--- config.mk ---
export PLATFORM = sky130hd
export DESIGN_NAME = cau_back
export DESIGN_NICKNAME = d
export VERILOG_FILES = /design/src/cau_pkg.sv /design/src/cau_back.sv
export SDC_FILE = /design/constraint.sdc
export NUM_CORES = 1
export LEC_CHECK = 0
export BUFFER_PORTS_ARGS = -buffer_cell sky130_fd_sc_hd__buf_2
export CAP_MARGIN = 20
export CORE_AREA = 2 2 182 184
export DETAILED_ROUTE_END_ITERATION = 16
export DIE_AREA = 0 0 184 186
export GPL_TIMING_DRIVEN = 0
export PLACE_DENSITY = 0.42
export SLEW_MARGIN = 40
export SYNTH_ARGS = -nofsm -noshare
export SYNTH_HDL_FRONTEND = slang
export SYNTH_SLANG_ARGS = --single-unit
--- constraint.sdc ---
create_clock -name clk -period 0.8 [get_ports clk]
set_clock_uncertainty 0.1 [all_clocks]
set_input_delay 0.08 -clock clk [delete_from_list [all_inputs] [get_ports clk]]
set_output_delay 0.08 -clock clk [all_outputs]
set_load 0.02 [all_outputs]
--- src/cau_pkg.sv ---
// Shared types, constants and saturation helper of the complex arithmetic unit.
package cau_pkg;

    localparam int FRAC_BITS_DEF = 24;
    localparam int N_FRONT       = 4;
    localparam int N_STEPS       = 32;
    localparam int N_STAGES      = N_FRONT + N_STEPS + 1;

    localparam logic [31:0] POS_MAX = 32'h7FFF_FFFF;
    localparam logic [31:0] NEG_MIN = 32'h8000_0000;

    localparam logic [1:0] ST_OK   = 2'd0;
    localparam logic [1:0] ST_SAT  = 2'd1;
    localparam logic [1:0] ST_DIVZ = 2'd2;

    typedef enum logic [2:0] {
        OP_ADD  = 3'd0,
        OP_SUB  = 3'd1,
        OP_MUL  = 3'd2,
        OP_DIV  = 3'd3,
        OP_CONJ = 3'd4,
        OP_MAG  = 3'd5,
        OP_SQM  = 3'd6,
        OP_NONE = 3'd7
    } op_t;

    // Item state while it walks through the iteration stages.
    typedef struct packed {
        op_t         op;
        logic        dz;
        logic        sat_re;
        logic        sat_im;
        logic        neg_re;
        logic        neg_im;
        logic [63:0] d;
        logic [63:0] r_re;
        logic [63:0] r_im;
        logic [63:0] src_re;
        logic [63:0] src_im;
        logic [31:0] q_re;
        logic [31:0] q_im;
    } it_t;

    // Sign and magnitude to 32-bit two's complement; bit 32 flags saturation.
    function automatic logic [32:0] pack_mag(input logic neg, input logic [63:0] q);
        logic [32:0] r;
        if (!neg)
        begin
            if (q > {32'd0, POS_MAX})
                r = {1'b1, POS_MAX};
            else
                r = {1'b0, q[31:0]};
        end
        else
        begin
            if (q > {32'd0, NEG_MIN})
                r = {1'b1, NEG_MIN};
            else
                r = {1'b0, 32'd0 - q[31:0]};
        end
        return r;
    endfunction

endpackage

--- src/cau_back.sv ---
// Output stage: final saturation, status encoding and the result register.
module cau_back (
    input  logic               clk,
    input  logic               rst_n,
    input  logic               adv,
    input  logic               v_in,
    input  cau_pkg::it_t       din,
    output logic               v_out,
    output logic signed [31:0] res_re,
    output logic signed [31:0] res_im,
    output logic [1:0]         status
);
    import cau_pkg::*;

    logic        v_reg;
    logic [31:0] re_reg, re_next, im_reg, im_next;
    logic [1:0]  st_reg, st_next;
    logic [32:0] pk_re, pk_im;
    logic        sat_re, sat_im;

    always_comb
    begin
        pk_re   = pack_mag(din.neg_re, {32'd0, din.q_re});
        pk_im   = pack_mag(din.neg_im, {32'd0, din.q_im});
        re_next = din.q_re;
        im_next = din.q_im;
        sat_re  = din.sat_re;
        sat_im  = din.sat_im;
        unique case (din.op)
            OP_DIV:
            begin
                if (din.sat_re)
                    re_next = din.neg_re ? NEG_MIN : POS_MAX;
                else
                    {sat_re, re_next} = pk_re;
                if (din.sat_im)
                    im_next = din.neg_im ? NEG_MIN : POS_MAX;
                else
                    {sat_im, im_next} = pk_im;
            end
            OP_MAG:
            begin
                {sat_re, re_next} = pack_mag(1'b0, {32'd0, din.q_re});
                im_next = '0;
                sat_im  = 1'b0;
            end
            default:
            begin
                re_next = din.q_re;
            end
        endcase
        if ((din.op == OP_DIV) && din.dz)
        begin
            re_next = '0;
            im_next = '0;
            st_next = ST_DIVZ;
        end
        else if (sat_re || sat_im)
        begin
            st_next = ST_SAT;
        end
        else
        begin
            st_next = ST_OK;
        end
    end

    always_ff @(posedge clk or negedge rst_n)
    begin
        if (!rst_n)
            v_reg <= 1'b0;
        else if (adv)
            v_reg <= v_in;
    end

    always_ff @(posedge clk)
    begin
        if (adv)
        begin
            re_reg <= re_next;
            im_reg <= im_next;
            st_reg <= st_next;
        end
    end

    assign v_out  = v_reg;
    assign res_re = re_reg;
    assign res_im = im_reg;
    assign status = st_reg;

endmodule

Word level (Yosys, flattened, before mapping)

Index checks and enable logic that the tools add are counted.

Bits in registers: 67
Bits of input ports: 396
Output and inout port bits: 67
Logic and storage cells: 31

Add/sub/neg operators: 2
Order comparisons: 4
Equality and inequality tests: 2
Muxes and demuxes: 17
Reduce and logical (&&, ||, !) cells: 2

Operators by type and width:

| kind                    | number |
|---|---|
| $mux W33                | 6 |
| $mux W32                | 4 |
| $pmux W32 S2            | 2 |
| $gt A32 B31 Y1 const B  | 2 |
| $gt A32 B32 Y1 const B  | 2 |
| $sub A1 B32 Y32 const A | 2 |
| $pmux W1 S2             | 2 |
| $eq A3 B2 Y1 const B    | 1 |
| $eq A3 B3 Y1 const B    | 1 |
| $mux W1                 | 3 |
| $logic_and A1 B1 Y1     | 1 |
| $logic_or A1 B1 Y1      | 1 |

Logic depth before layout (Yosys ltp)

Depth in word-level cells: 7
Gate-level depth with buffers: 9
Depth with buffers taken out: 8

Worst setup path before layout

OpenSTA, ideal clock, no wires.

Path kind: input port to flip-flop
Start: input din[32] (netlist name)
End: register re_reg[18], in the netlist res_re[18] (data pin)
Arrival: 2.183 ns
Path slack: -1.633 ns
Cell stages on the path: 9
Path through: inv_1 ha_1 or4b_4 nor3_4 a31oi_4 or3_4 buf_6 or3_1 o211ai_2

Cells in the longest elaborated chain, start to end: 5
Elaborated cells on any way between the ends: 8

Ends and longest elaborated chain:

| what                                    | RTL line                     | source |
|---|---|---|
| start: declaration                      | cau_back.sv:7                | `input cau_pkg::it_t din,` |
| $sub A1 B32 Y32 (tied with other cells) | -                            |  |
| $mux W33 (on tied branches)             | cau_pkg.sv:56, cau_pkg.sv:49 |  |
| $mux W33                                | cau_pkg.sv:47                | `if (!neg)` |
| $mux W32                                | cau_back.sv:32               | `if (din.sat_re)` |
| $pmux W32 S2 (*)                        | cau_back.sv:29               | `unique case (din.op)` |
| end signal: assignment                  | cau_back.sv:80               | `re_reg <= re_next;` |
| end: declaration                        | cau_back.sv:16               | `logic [31:0] re_reg, re_next, im_reg, im_next;` |

Every way passes the cells marked *; elsewhere a longest branch is shown, timed or not.
A chain may end at the register's enable or synchronous reset.

Final worst setup path

Start: input din[46] (netlist name)
End: register re_reg[18], in the netlist res_re[18] (data pin)

Same word-level chain as after synthesis.

==> flow_summary.ini <==
[outcome]
status = complete, but fails checks
violations = hold timing, setup timing

[logic_synthesis]
yosysWarnings = 0
yosysSeqAreaShare = 0.387
synth.distinct_cells = 80
synth_top_area_share = 0.382
synth_ff_type = edfxtp_1
synth-seq-cells = 67
synth.top_cells.by_area = edfxtp_1 38%, nor2_1 5.1%, o21ai_0 4.5%, a21oi_1 3.9%, nand2_1 2.8%
syn_area_per_cell_um2 = 8.87
async_flop_share = 0.0149
synth_edf_count = 66
yosys.area.top_type = edfxtp_1
syn_area_mm2 = 0.00518
synthCells = 584
synth.net_count = 982

[grt]
antenna_found_initial = 10
grt_use_total = 0.154
grt_pass1_vias = 5874
grt_overflow = 0
grt_start_max_net_pins = 56
grt_pass1_wl_um = 38600

[sta]
finalCriticalPeriod_ns = 2.11
hold_viol_final = 23
drv_slew = 0
fin_ws_ns = -1.31
tightestPinTransition_ns = 0.858
max-slew-margin-rel = 0.428
fmax_mhz = 474
hold_ws_ns = -0.148
setup_viol = 133
tns_ns = -91.89
post-route-period-util = 2.63
rsz0062_at_grt = true

[floorplanning]
rows = 66
ioPinCount = 463
start_util = 0.161
fp.dieArea_mm2 = 0.0342
fp.dieH_um = 186
die_x_um = 184
fp.coreArea_mm2 = 0.0322

[route]
vias_per_cell = 4.98
wl_um = 26800
vias = 6144
drt-initial-drc-count = 509
wire_per_inst_um = 21.7
drt_pass1_iterations = 5
ant_nets = 0
drc_errors = 0

[worst_setup_path]
critPathSlowestCell = or4_4
crit_path_start_kind = input port
crit_path_max_fanout = 5
crit_path_cell_trace = buf_8 -> or4_4 -> nor4_4 -> a31oi_4 -> or3_4 -> buf_8 -> or3_4 -> o211ai_2
required_ns = 0.92
critPathTopFamily = simple AND/OR/NAND/NOR gates
setup.worst_path.class = input port to flip-flop
end_kind = flip-flop
crit_buf_inv = 2
worstPathArrival_ns = 2.23
cpPeakStageDelay_ns = 0.58

[place]
place_ws_ns = -2.16
globalplace.congestion = 0.817
dp_hpwl_um = 18900
placed_area_mm2 = 0.00671
port_buffers = 137

[clock_tree]
cts.htree.levels = 3
cts_made_buffers = 9
clock_latency_ns = 0.36
hold_buffers = 2
cts_sinks = 67
cts_tree = yes
clk_pin_slew_worst_paths_ns = 0.07
clockRootBuffer = clkbuf_16
cts_buffer_depth = 2

[power_and_ir_drop]
power.density_mw_per_mm2 = 1310
power_w = 0.0122
ir_worst_vdd_mv = 1.23
p_leak_nw = 3.39

[final_layout]
final_common_cell = buf_6
final_cell_mix = 113 x buf_6, 66 x edfxtp_1, 57 x nor2_1
stdcell_area_mm2 = 0.00931
drive_gt1_frac = 0.530
synthToLayoutAreaGrowth_pct = 79.6
layout.nets = 1218

[worst_hold_path]
hp-class = input port to flip-flop

[run]
maxCapViolations = 0
-- stage by stage --
step,util,instances
6_report,0.289,1234
5_1_grt,0.289,1233
4_1_cts,0.266,1214
3_5_place_dp,0.208,1130
3_3_place_gp,0.207,1129
2_1_floorplan,-,584
-- per-layer routing --
layer,GRT usage,routed length (µm)
met1,0.229,13100
met2,0.209,10700
met3,0.0468,2430
met4,0.0490,539
met5,0,32
-- power by group --
group,internal (W),leakage (nW),switching [W]
clock network,0.00215,0.135,0.00182
logic,0.00161,2.60,0.00213
registers,0.00429,0.655,0.000199
total,0.00805,3.39,0.00415
-- worst paths after layout --
kind | from | to | slack (ns) | cells after the start
max in group asynchronous | rst_n | v_out | 0.58 | 2
min in group asynchronous | rst_n | v_out | -0.07 | 2
hold / removal | v_in | v_out | -0.15 | 2
hold reg to reg | v_out | v_out | 0.43 | 1
setup / recovery | din[46] | res_re[18] | -1.31 | 8
setup reg to reg | v_out | v_out | -0.07 | 1
-- repair_timing --
item | CTS | global route
setup endpoints to repair | 134 | 135
hold endpoints to repair | 22 | 18
setup buffers | 71 | 24
gates resized for setup | 261 | 152
pin swaps | 85 | 80
cloned | 1 | 0
-- cells in the mapped netlist (all sizes together), types with 4 or more instances --
cell type and number:
nor3b 4, o21ai 53, or2 4, inv 23, or4 13, xor2 7, nand2b 5, a41oi 5
nand4 5, a22o 4, xnor2 7, nand3 16, o211ai 11, a211oi 15, a311oi 4, o31ai 12
o221ai 4, nor4 15, edfxtp 66, mux2i 5, o22ai 4, nand2 39, nor3 23, a221oi 6
clkbuf 26, o31a 10, a21oi 41, or3 18, a31oi 16, nor2 70, buf 7
-- flip-flops by register name, indices dropped and copies added, names as in the netlist --
signal / flops
res_re: 32
res_im: 32
status: 2
v_out: 1
-- final cells by class --
class | count | area [µm²]
Sequential cell | 67 | 2010
Timing Repair Buffer | 231 | 2170
Fill cell | 3385 | 22900
Tap cell | 408 | 510
Buffer | 28 | 203
Multi-Input combinational cell | 460 | 4000
Clock buffer | 9 | 225
Clock inverter | 7 | 57.6
Antenna cell | 1 | 2.50
Inverter | 23 | 126
-- cell families after synthesis --
| logic type | share of synthesized area |
|---|---|
| fa+ha+maj | 0.00483 |
| mux | 0.0118 |
| simple gates | 0.257 |
| xor+xnor | 0.0237 |
| flops | 0.387 |
| compound gates | 0.262 |
| buf+inv | 0.0536 |
No activity file was read; power rests on OpenSTA's default activity.
