`config.mk`:
```
export PLATFORM = sky130hd
export DESIGN_NAME = cau_step
export DESIGN_NICKNAME = d
export VERILOG_FILES = /design/src/cau_pkg.sv /design/src/cau_step.sv
export SDC_FILE = /design/constraint.sdc
export NUM_CORES = 1
export LEC_CHECK = 0
export BUFFER_PORTS_ARGS = -buffer_cell sky130_fd_sc_hd__buf_4
export CORE_AREA = 3 3 307 309
export DETAILED_ROUTE_END_ITERATION = 10
export DIE_AREA = 0 0 310 312
export SLEW_MARGIN = 20
export SYNTH_ARGS = -nofsm -noshare
export SYNTH_HDL_FRONTEND = slang
export SYNTH_SLANG_ARGS = --single-unit
```
`constraint.sdc`:
```
create_clock -name clk -period 0.8 [get_ports clk]
set_clock_uncertainty 0.05 [all_clocks]
set_input_delay 0.12 -clock clk [delete_from_list [all_inputs] [get_ports clk]]
set_output_delay 0.12 -clock clk [all_outputs]
set_load 0.1 [all_outputs]
```
`src/cau_pkg.sv`:
```
// Shared types, constants and saturation helper of the complex arithmetic unit.
package cau_pkg;

    localparam int FRAC_BITS_DEF = 24;
    localparam int N_FRONT       = 4;
    localparam int N_STEPS       = 32;
    localparam int N_STAGES      = N_FRONT + N_STEPS + 1;

    localparam logic [31:0] POS_MAX = 32'h7FFF_FFFF;
    localparam logic [31:0] NEG_MIN = 32'h8000_0000;

    localparam logic [1:0] ST_OK   = 2'd0;
    localparam logic [1:0] ST_SAT  = 2'd1;
    localparam logic [1:0] ST_DIVZ = 2'd2;

    typedef enum logic [2:0] {
        OP_ADD  = 3'd0,
        OP_SUB  = 3'd1,
        OP_MUL  = 3'd2,
        OP_DIV  = 3'd3,
        OP_CONJ = 3'd4,
        OP_MAG  = 3'd5,
        OP_SQM  = 3'd6,
        OP_NONE = 3'd7
    } op_t;

    // Item state while it walks through the iteration stages.
    typedef struct packed {
        op_t         op;
        logic        dz;
        logic        sat_re;
        logic        sat_im;
        logic        neg_re;
        logic        neg_im;
        logic [63:0] d;
        logic [63:0] r_re;
        logic [63:0] r_im;
        logic [63:0] src_re;
        logic [63:0] src_im;
        logic [31:0] q_re;
        logic [31:0] q_im;
    } it_t;

    // Sign and magnitude to 32-bit two's complement; bit 32 flags saturation.
    function automatic logic [32:0] pack_mag(input logic neg, input logic [63:0] q);
        logic [32:0] r;
        if (!neg)
        begin
            if (q > {32'd0, POS_MAX})
                r = {1'b1, POS_MAX};
            else
                r = {1'b0, q[31:0]};
        end
        else
        begin
            if (q > {32'd0, NEG_MIN})
                r = {1'b1, NEG_MIN};
            else
                r = {1'b0, 32'd0 - q[31:0]};
        end
        return r;
    endfunction

endpackage

```
`src/cau_step.sv`:
```
// One stage of the shared restoring divider and square root datapath.
module cau_step (
    input  logic         clk,
    input  logic         rst_n,
    input  logic         adv,
    input  logic         v_in,
    input  cau_pkg::it_t din,
    output logic         v_out,
    output cau_pkg::it_t dout
);
    import cau_pkg::*;

    logic        v_reg;
    it_t         stage_reg, stage_next;
    logic        sq;
    logic [64:0] rs_re, t_re, rs_im, t_im;
    logic        ge_re, ge_im;

    // Magnitudes take a root step in the real lane; divisions divide in both lanes.
    always_comb
    begin
        sq    = (din.op == OP_MAG);
        rs_re = sq ? {din.r_re[62:0], din.src_re[63:62]} : {din.r_re, din.src_re[63]};
        t_re  = sq ? {31'd0, din.q_re, 2'b01} : {1'b0, din.d};
        ge_re = (rs_re >= t_re);
        rs_im = {din.r_im, din.src_im[63]};
        t_im  = {1'b0, din.d};
        ge_im = (rs_im >= t_im);
        stage_next = din;
        if ((din.op == OP_DIV) || (din.op == OP_MAG))
        begin
            stage_next.r_re   = ge_re ? 64'(rs_re - t_re) : rs_re[63:0];
            stage_next.src_re = sq ? {din.src_re[61:0], 2'b00} : {din.src_re[62:0], 1'b0};
            stage_next.q_re   = {din.q_re[30:0], ge_re};
            stage_next.r_im   = ge_im ? 64'(rs_im - t_im) : rs_im[63:0];
            stage_next.src_im = {din.src_im[62:0], 1'b0};
            stage_next.q_im   = {din.q_im[30:0], ge_im};
        end
    end

    always_ff @(posedge clk or negedge rst_n)
    begin
        if (!rst_n)
            v_reg <= 1'b0;
        else if (adv)
            v_reg <= v_in;
    end

    always_ff @(posedge clk)
    begin
        if (adv)
            stage_reg <= stage_next;
    end

    assign v_out = v_reg;
    assign dout  = stage_reg;

endmodule

```
### Yosys cells after proc, flatten, opt, wreduce, memory -nomap -nowiden

Index checks and enable logic that the tools add are counted.

* magnitude comparators: 2
* equality and inequality tests: 2
* $add $sub $neg: 2
* reduce and logical (&&, ||, !) cells: 1
* mux-type cells: 6

Operators with widths (count)
* 320-bit two-way mux: 1
* 64-bit two-way mux: 4
* 65-bit by 64-bit greater-or-equal comparator with 1-bit output: 2
* 64-bit subtractor: 2
* 65-bit two-way mux: 1
* 3-bit by 2-bit equality test with 1-bit output (second input constant): 1
* 3-bit equality test (second input constant): 1
* 1-bit logical OR: 1

* output and inout port bits: 393
* logic and storage cells: 28
* bits of input ports: 396
* register bits after elaboration: 393

### Longest topological paths before layout

* word-level depth: 5
* depth in mapped cells: 21
* mapped depth without buffers: 15

### Worst setup path before layout

No wires, ideal clock.

* path kind: in2reg
* from: input port din[390] in the netlist's numbering
* to: register stage_reg (netlist bit dout[303]) (data pin)
* setup slack: -4.034 ns
* required time: 0.484 ns
* arrival time: 4.518 ns
* stages: 20
* library setup time: 0.266 ns
* path buffers: 7
* cell sequence: nand3b_1 -> clkbuf_1 -> clkbuf_1 -> clkbuf_1 -> clkbuf_1 -> mux2i_1 -> ha_1 -> a21oi_1 -> and2_1 -> a21oi_1 -> o41ai_2 -> a21oi_2 -> a31oi_2 -> o31ai_2 -> a41o_1 -> buf_4 -> buf_6 -> buf_8 -> mux2i_1 -> o21ai_1

RTL lines
* start: declaration: line cau_step.sv:7 `input cau_pkg::it_t din,`
* end signal: assignment: line cau_step.sv:52 `stage_reg <= stage_next;`
* end: declaration: line cau_step.sv:14 `it_t stage_reg, stage_next;`

==> results.sh <==
export IMPL_power_leakage_nw=23.09
export IMPL_overflow=0
export IMPL_grt_start_max_net_pins=61
export IMPL_setup_tns_final_ns=-732.12
export IMPL_rows=111
export IMPL_synth_seq_area_share_pct=43.94
export IMPL_holdWs_ns=-0.1140
export IMPL_vdd_drop_max_mv=1.597
export IMPL_initial_core_util_pct=29.29
export IMPL_ys_warn_count=0
export IMPL_cts_htree_levels=2
export IMPL_synthArstFlopShare_pct=0.2545
export IMPL_area_delta_synth_final_pct=88.80
export IMPL_synthesis_nets=3427
export IMPL_slowest_stage="or4_4"
export IMPL_synth_cells=2901
export IMPL_startpoint="din[390]"
export IMPL_top_layer_used="met5"
export IMPL_yosysUniqueCellTypes=80
export IMPL_ant_nets=0
export IMPL_setup_violations=1105
export IMPL_syn_area_per_cell_um2=9.254
export IMPL_slew_viol_final=0
export IMPL_synth_flop_cell="edfxtp_1"
export IMPL_num_vias=30660
export IMPL_path_clk_slew_ns=0.07
export IMPL_nets=5365
export IMPL_run_status="finished, violations left"
export IMPL_hold_path_class="in -> reg"
export IMPL_die_area_um2=96720
export IMPL_syn_area_um2=26840
export IMPL_cts_buffers=49
export IMPL_period_share_pct=438.6
export IMPL_cts_root_buf="clkbuf_16"
export IMPL_post_drt_via_cell_ratio=5.048
export IMPL_ios=789
export IMPL_grt_pass1_wl_um=187600
export IMPL_stdcell_count=6073
export IMPL_insertion_delay_ns=0.62
export IMPL_first_pass_iters=5
export IMPL_hold_viol=6
export IMPL_setup_slack_ns=-2.708
export IMPL_cap_viol_max_count=0
export IMPL_fmax_ghz=0.2850
export IMPL_die_w_um=310
export IMPL_drt_iter0_markers=2131
export IMPL_crit_chain="buf_6 > nand3b_1 > buf_6 > buf_12 > buf_16 > buf_12 > mux2i_4 > ha_4 > buf_6 > buf_4 > buf_4 > nand2_1 > nor2_2 > nand3_2 > or4_4 > o21ai_4 > buf_4 > a41o_4 > buf_12 > mux2i_2 > o21ai_1"
export IMPL_period_minus_slack_ns=3.508
export IMPL_cts_sinks=393
export IMPL_max_slew_margin_pct=58.88
export IMPL_tightest_slew_ns=0.6103
export IMPL_powerDensity_nw_per_um2=1942
export IMPL_antenna_found_initial=20
export IMPL_power_mw=98.45
export IMPL_r2r_start="v_out$_DFFE_PN0P_"
export IMPL_clk_path_buf_depth=3
export IMPL_arrival_ns=3.83
export IMPL_hpwl_um=102600
export IMPL_crit_path_end_kind="register"
export IMPL_die_h_um=312
export IMPL_synth_edff_count=392
export IMPL_coreArea_um2=91660
export IMPL_grt_pass1_vias=30150
export IMPL_wirelength_met1_um=53040
export IMPL_met3WireLength_um=10610
export IMPL_dp_cells=5493
export IMPL_crit_fanout=8
export IMPL_wl_per_cell_um=22.69
export IMPL_hp_start="din[253]"
export IMPL_wl_um=137800
export IMPL_worst_setup_path_start_kind="primary input"
export IMPL_route_detailed_drc=0
export IMPL_max_stage_delay_ns=0.55
export IMPL_path_class="in -> reg"
export IMPL_synth_seq_cells=393
export IMPL_cts_tree="done"
export IMPL_violations="negative hold slack, negative setup slack"
export IMPL_place_gp_congestion=0.9246
export IMPL_fill_cells=7802
export IMPL_rsz0062_at_grt="yes"
export IMPL_drive_gt1_share_pct=43.53
export IMPL_gr_usage_all_layers_pct=25.81
export IMPL_timing_critical_path_required_ns=1.12
export IMPL_numPortBuffers=788
export IMPL_final_core_util_pct=55.29
export IMPL_met2_length_um=66840
[power by group]
group	leakage, nW	total, mW	switching [mW]	internal, mW
sequential	3.84	26.7	1.26	25.4
combinational	18.5	48.9	30.4	18.5
clock	0.778	22.9	9.89	13.0
[worst paths after layout]
kind	endpoint	slack, ns	cells after the start
max	dout[284]$_DFFE_PP_	-2.71	21
min in group asynchronous	v_out$_DFFE_PN0P_	0.28	3
min reg2reg	v_out$_DFFE_PN0P_	0.53	1
max reg2reg	v_out$_DFFE_PN0P_	-0.03	1
min	dout[253]$_DFFE_PP_	-0.11	4
max in group asynchronous	v_out$_DFFE_PN0P_	0.32	3
[layer usage]
metal / track usage [%] / vias to the layer above
li1: - / 14390
met1: 29.92 / 14660
met4: 10.86 / 20
met2: 44.99 / 1269
met5: 0 / -
met3: 6.519 / 323
[synth_stat cells, types with 9 or more instances]
library cell	n	area share, %
a211oi_1	21	0.59
a21o_1	46	1.3
a21oi_1	177	3.3
a31oi_1	15	0.35
and2_1	15	0.35
and3_1	12	0.28
buf_1	12	0.17
buf_2	13	0.24
buf_4	12	0.34
clkbuf_1	131	1.8
edfxtp_1	392	44
ha_1	128	6.0
inv_1	111	1.6
mux2_2	64	2.7
mux2i_1	201	7.5
nand2_1	722	10
nand2b_1	10	0.23
nand3_1	28	0.52
nand4_1	49	1.1
nor2_1	97	1.4
nor2b_1	11	0.26
nor3_1	31	0.58
nor4_1	13	0.30
o211ai_1	17	0.48
o21a_1	17	0.48
o21ai_0	202	3.8
o21ai_1	76	1.4
o21bai_1	26	0.73
o31ai_1	9	0.25
xnor2_1	66	2.2
xor2_1	49	1.6
[kinds of logic (layout without fill, tap and decap cells)]
logic type               count (synthesis)  count (layout)  share of synthesized area, %
AND/OR/NAND/NOR                       1027            1027                         16.25
XOR/XNOR                               115             115                         3.752
flip-flops                             393             393                         43.94
adder cells (fa/ha/maj)                130             130                         6.115
other                                    0              10                             0
multiplexers                           265             265                         10.18
AO/OA/AOI/OAI                          689             690                         15.49
buffers and inverters                  282            2257                         4.269
[flip-flops by register name, indices dropped and copies added (netlist names)]
| register | cells |
|---|---|
| v_out | 1 |
| dout | 392 |
[final cells by class]
| type | count | area, µm² | share of cell area (%) |
|---|---|---|---|
| Antenna cell | 10 | 25.02 | 0.04938 |
| Clock buffer | 55 | 1249 | 2.464 |
| Sequential cell | 393 | 11800 | 23.28 |
| Tap cell | 1186 | 1484 | 2.928 |
| Inverter | 111 | 439.2 | 0.8665 |
| Multi-Input combinational cell | 2227 | 16080 | 31.72 |
| Clock inverter | 34 | 365.4 | 0.7209 |
| Timing Repair Buffer | 2057 | 19250 | 37.97 |
[critical path, delay by kind of cell]
kind                       cells  cell delay, ns
buffers and inverters         10            1.34
and+or+nand+nor                5            1.16
AOI/OAI and AO/OA              3            0.49
muxes                          2            0.41
adders and majority gates      1            0.28
[cells in the final DEF (no fill, tap or decap), types with 23 or more instances in the layout]
cell type      count
edfxtp_1         392
nand3_1           23
o21ai_1          139
ha_4              56
nand4_1           49
buf_4           1159
a21oi_1          137
mux2i_2           26
a21oi_2           35
xor2_1            47
mux2_2            50
o21ai_0          117
xnor2_1           66
nand2_1          697
buf_12            58
buf_6            404
a21o_1            46
o21bai_1          24
nor3_1            25
dlygate4sd3_1    391
ha_1              64
inv_1             98
nor2_1            84
clkbuf_16         65
mux2i_1          162
[per-stage QoR]
step,area [µm²],worst slack [ns]
5_1_grt,50670,-2.819
6_report,50680,-2.708
4_1_cts,46950,-2.580
2_1_floorplan,27430,-3.065
3_3_place_gp,40300,-3.375
3_5_place_dp,40300,-3.389
[timing repair]
action,in CTS,in global routing
cloned,7,20
setup buffers,21,51
hold buffers,392,1
gates resized for setup,145,720
endpoints found under the setup margin,708,1106
pin swaps,18,109
hold endpoints to repair,419,9
Note: power is estimated with default switching activity, not from simulation.
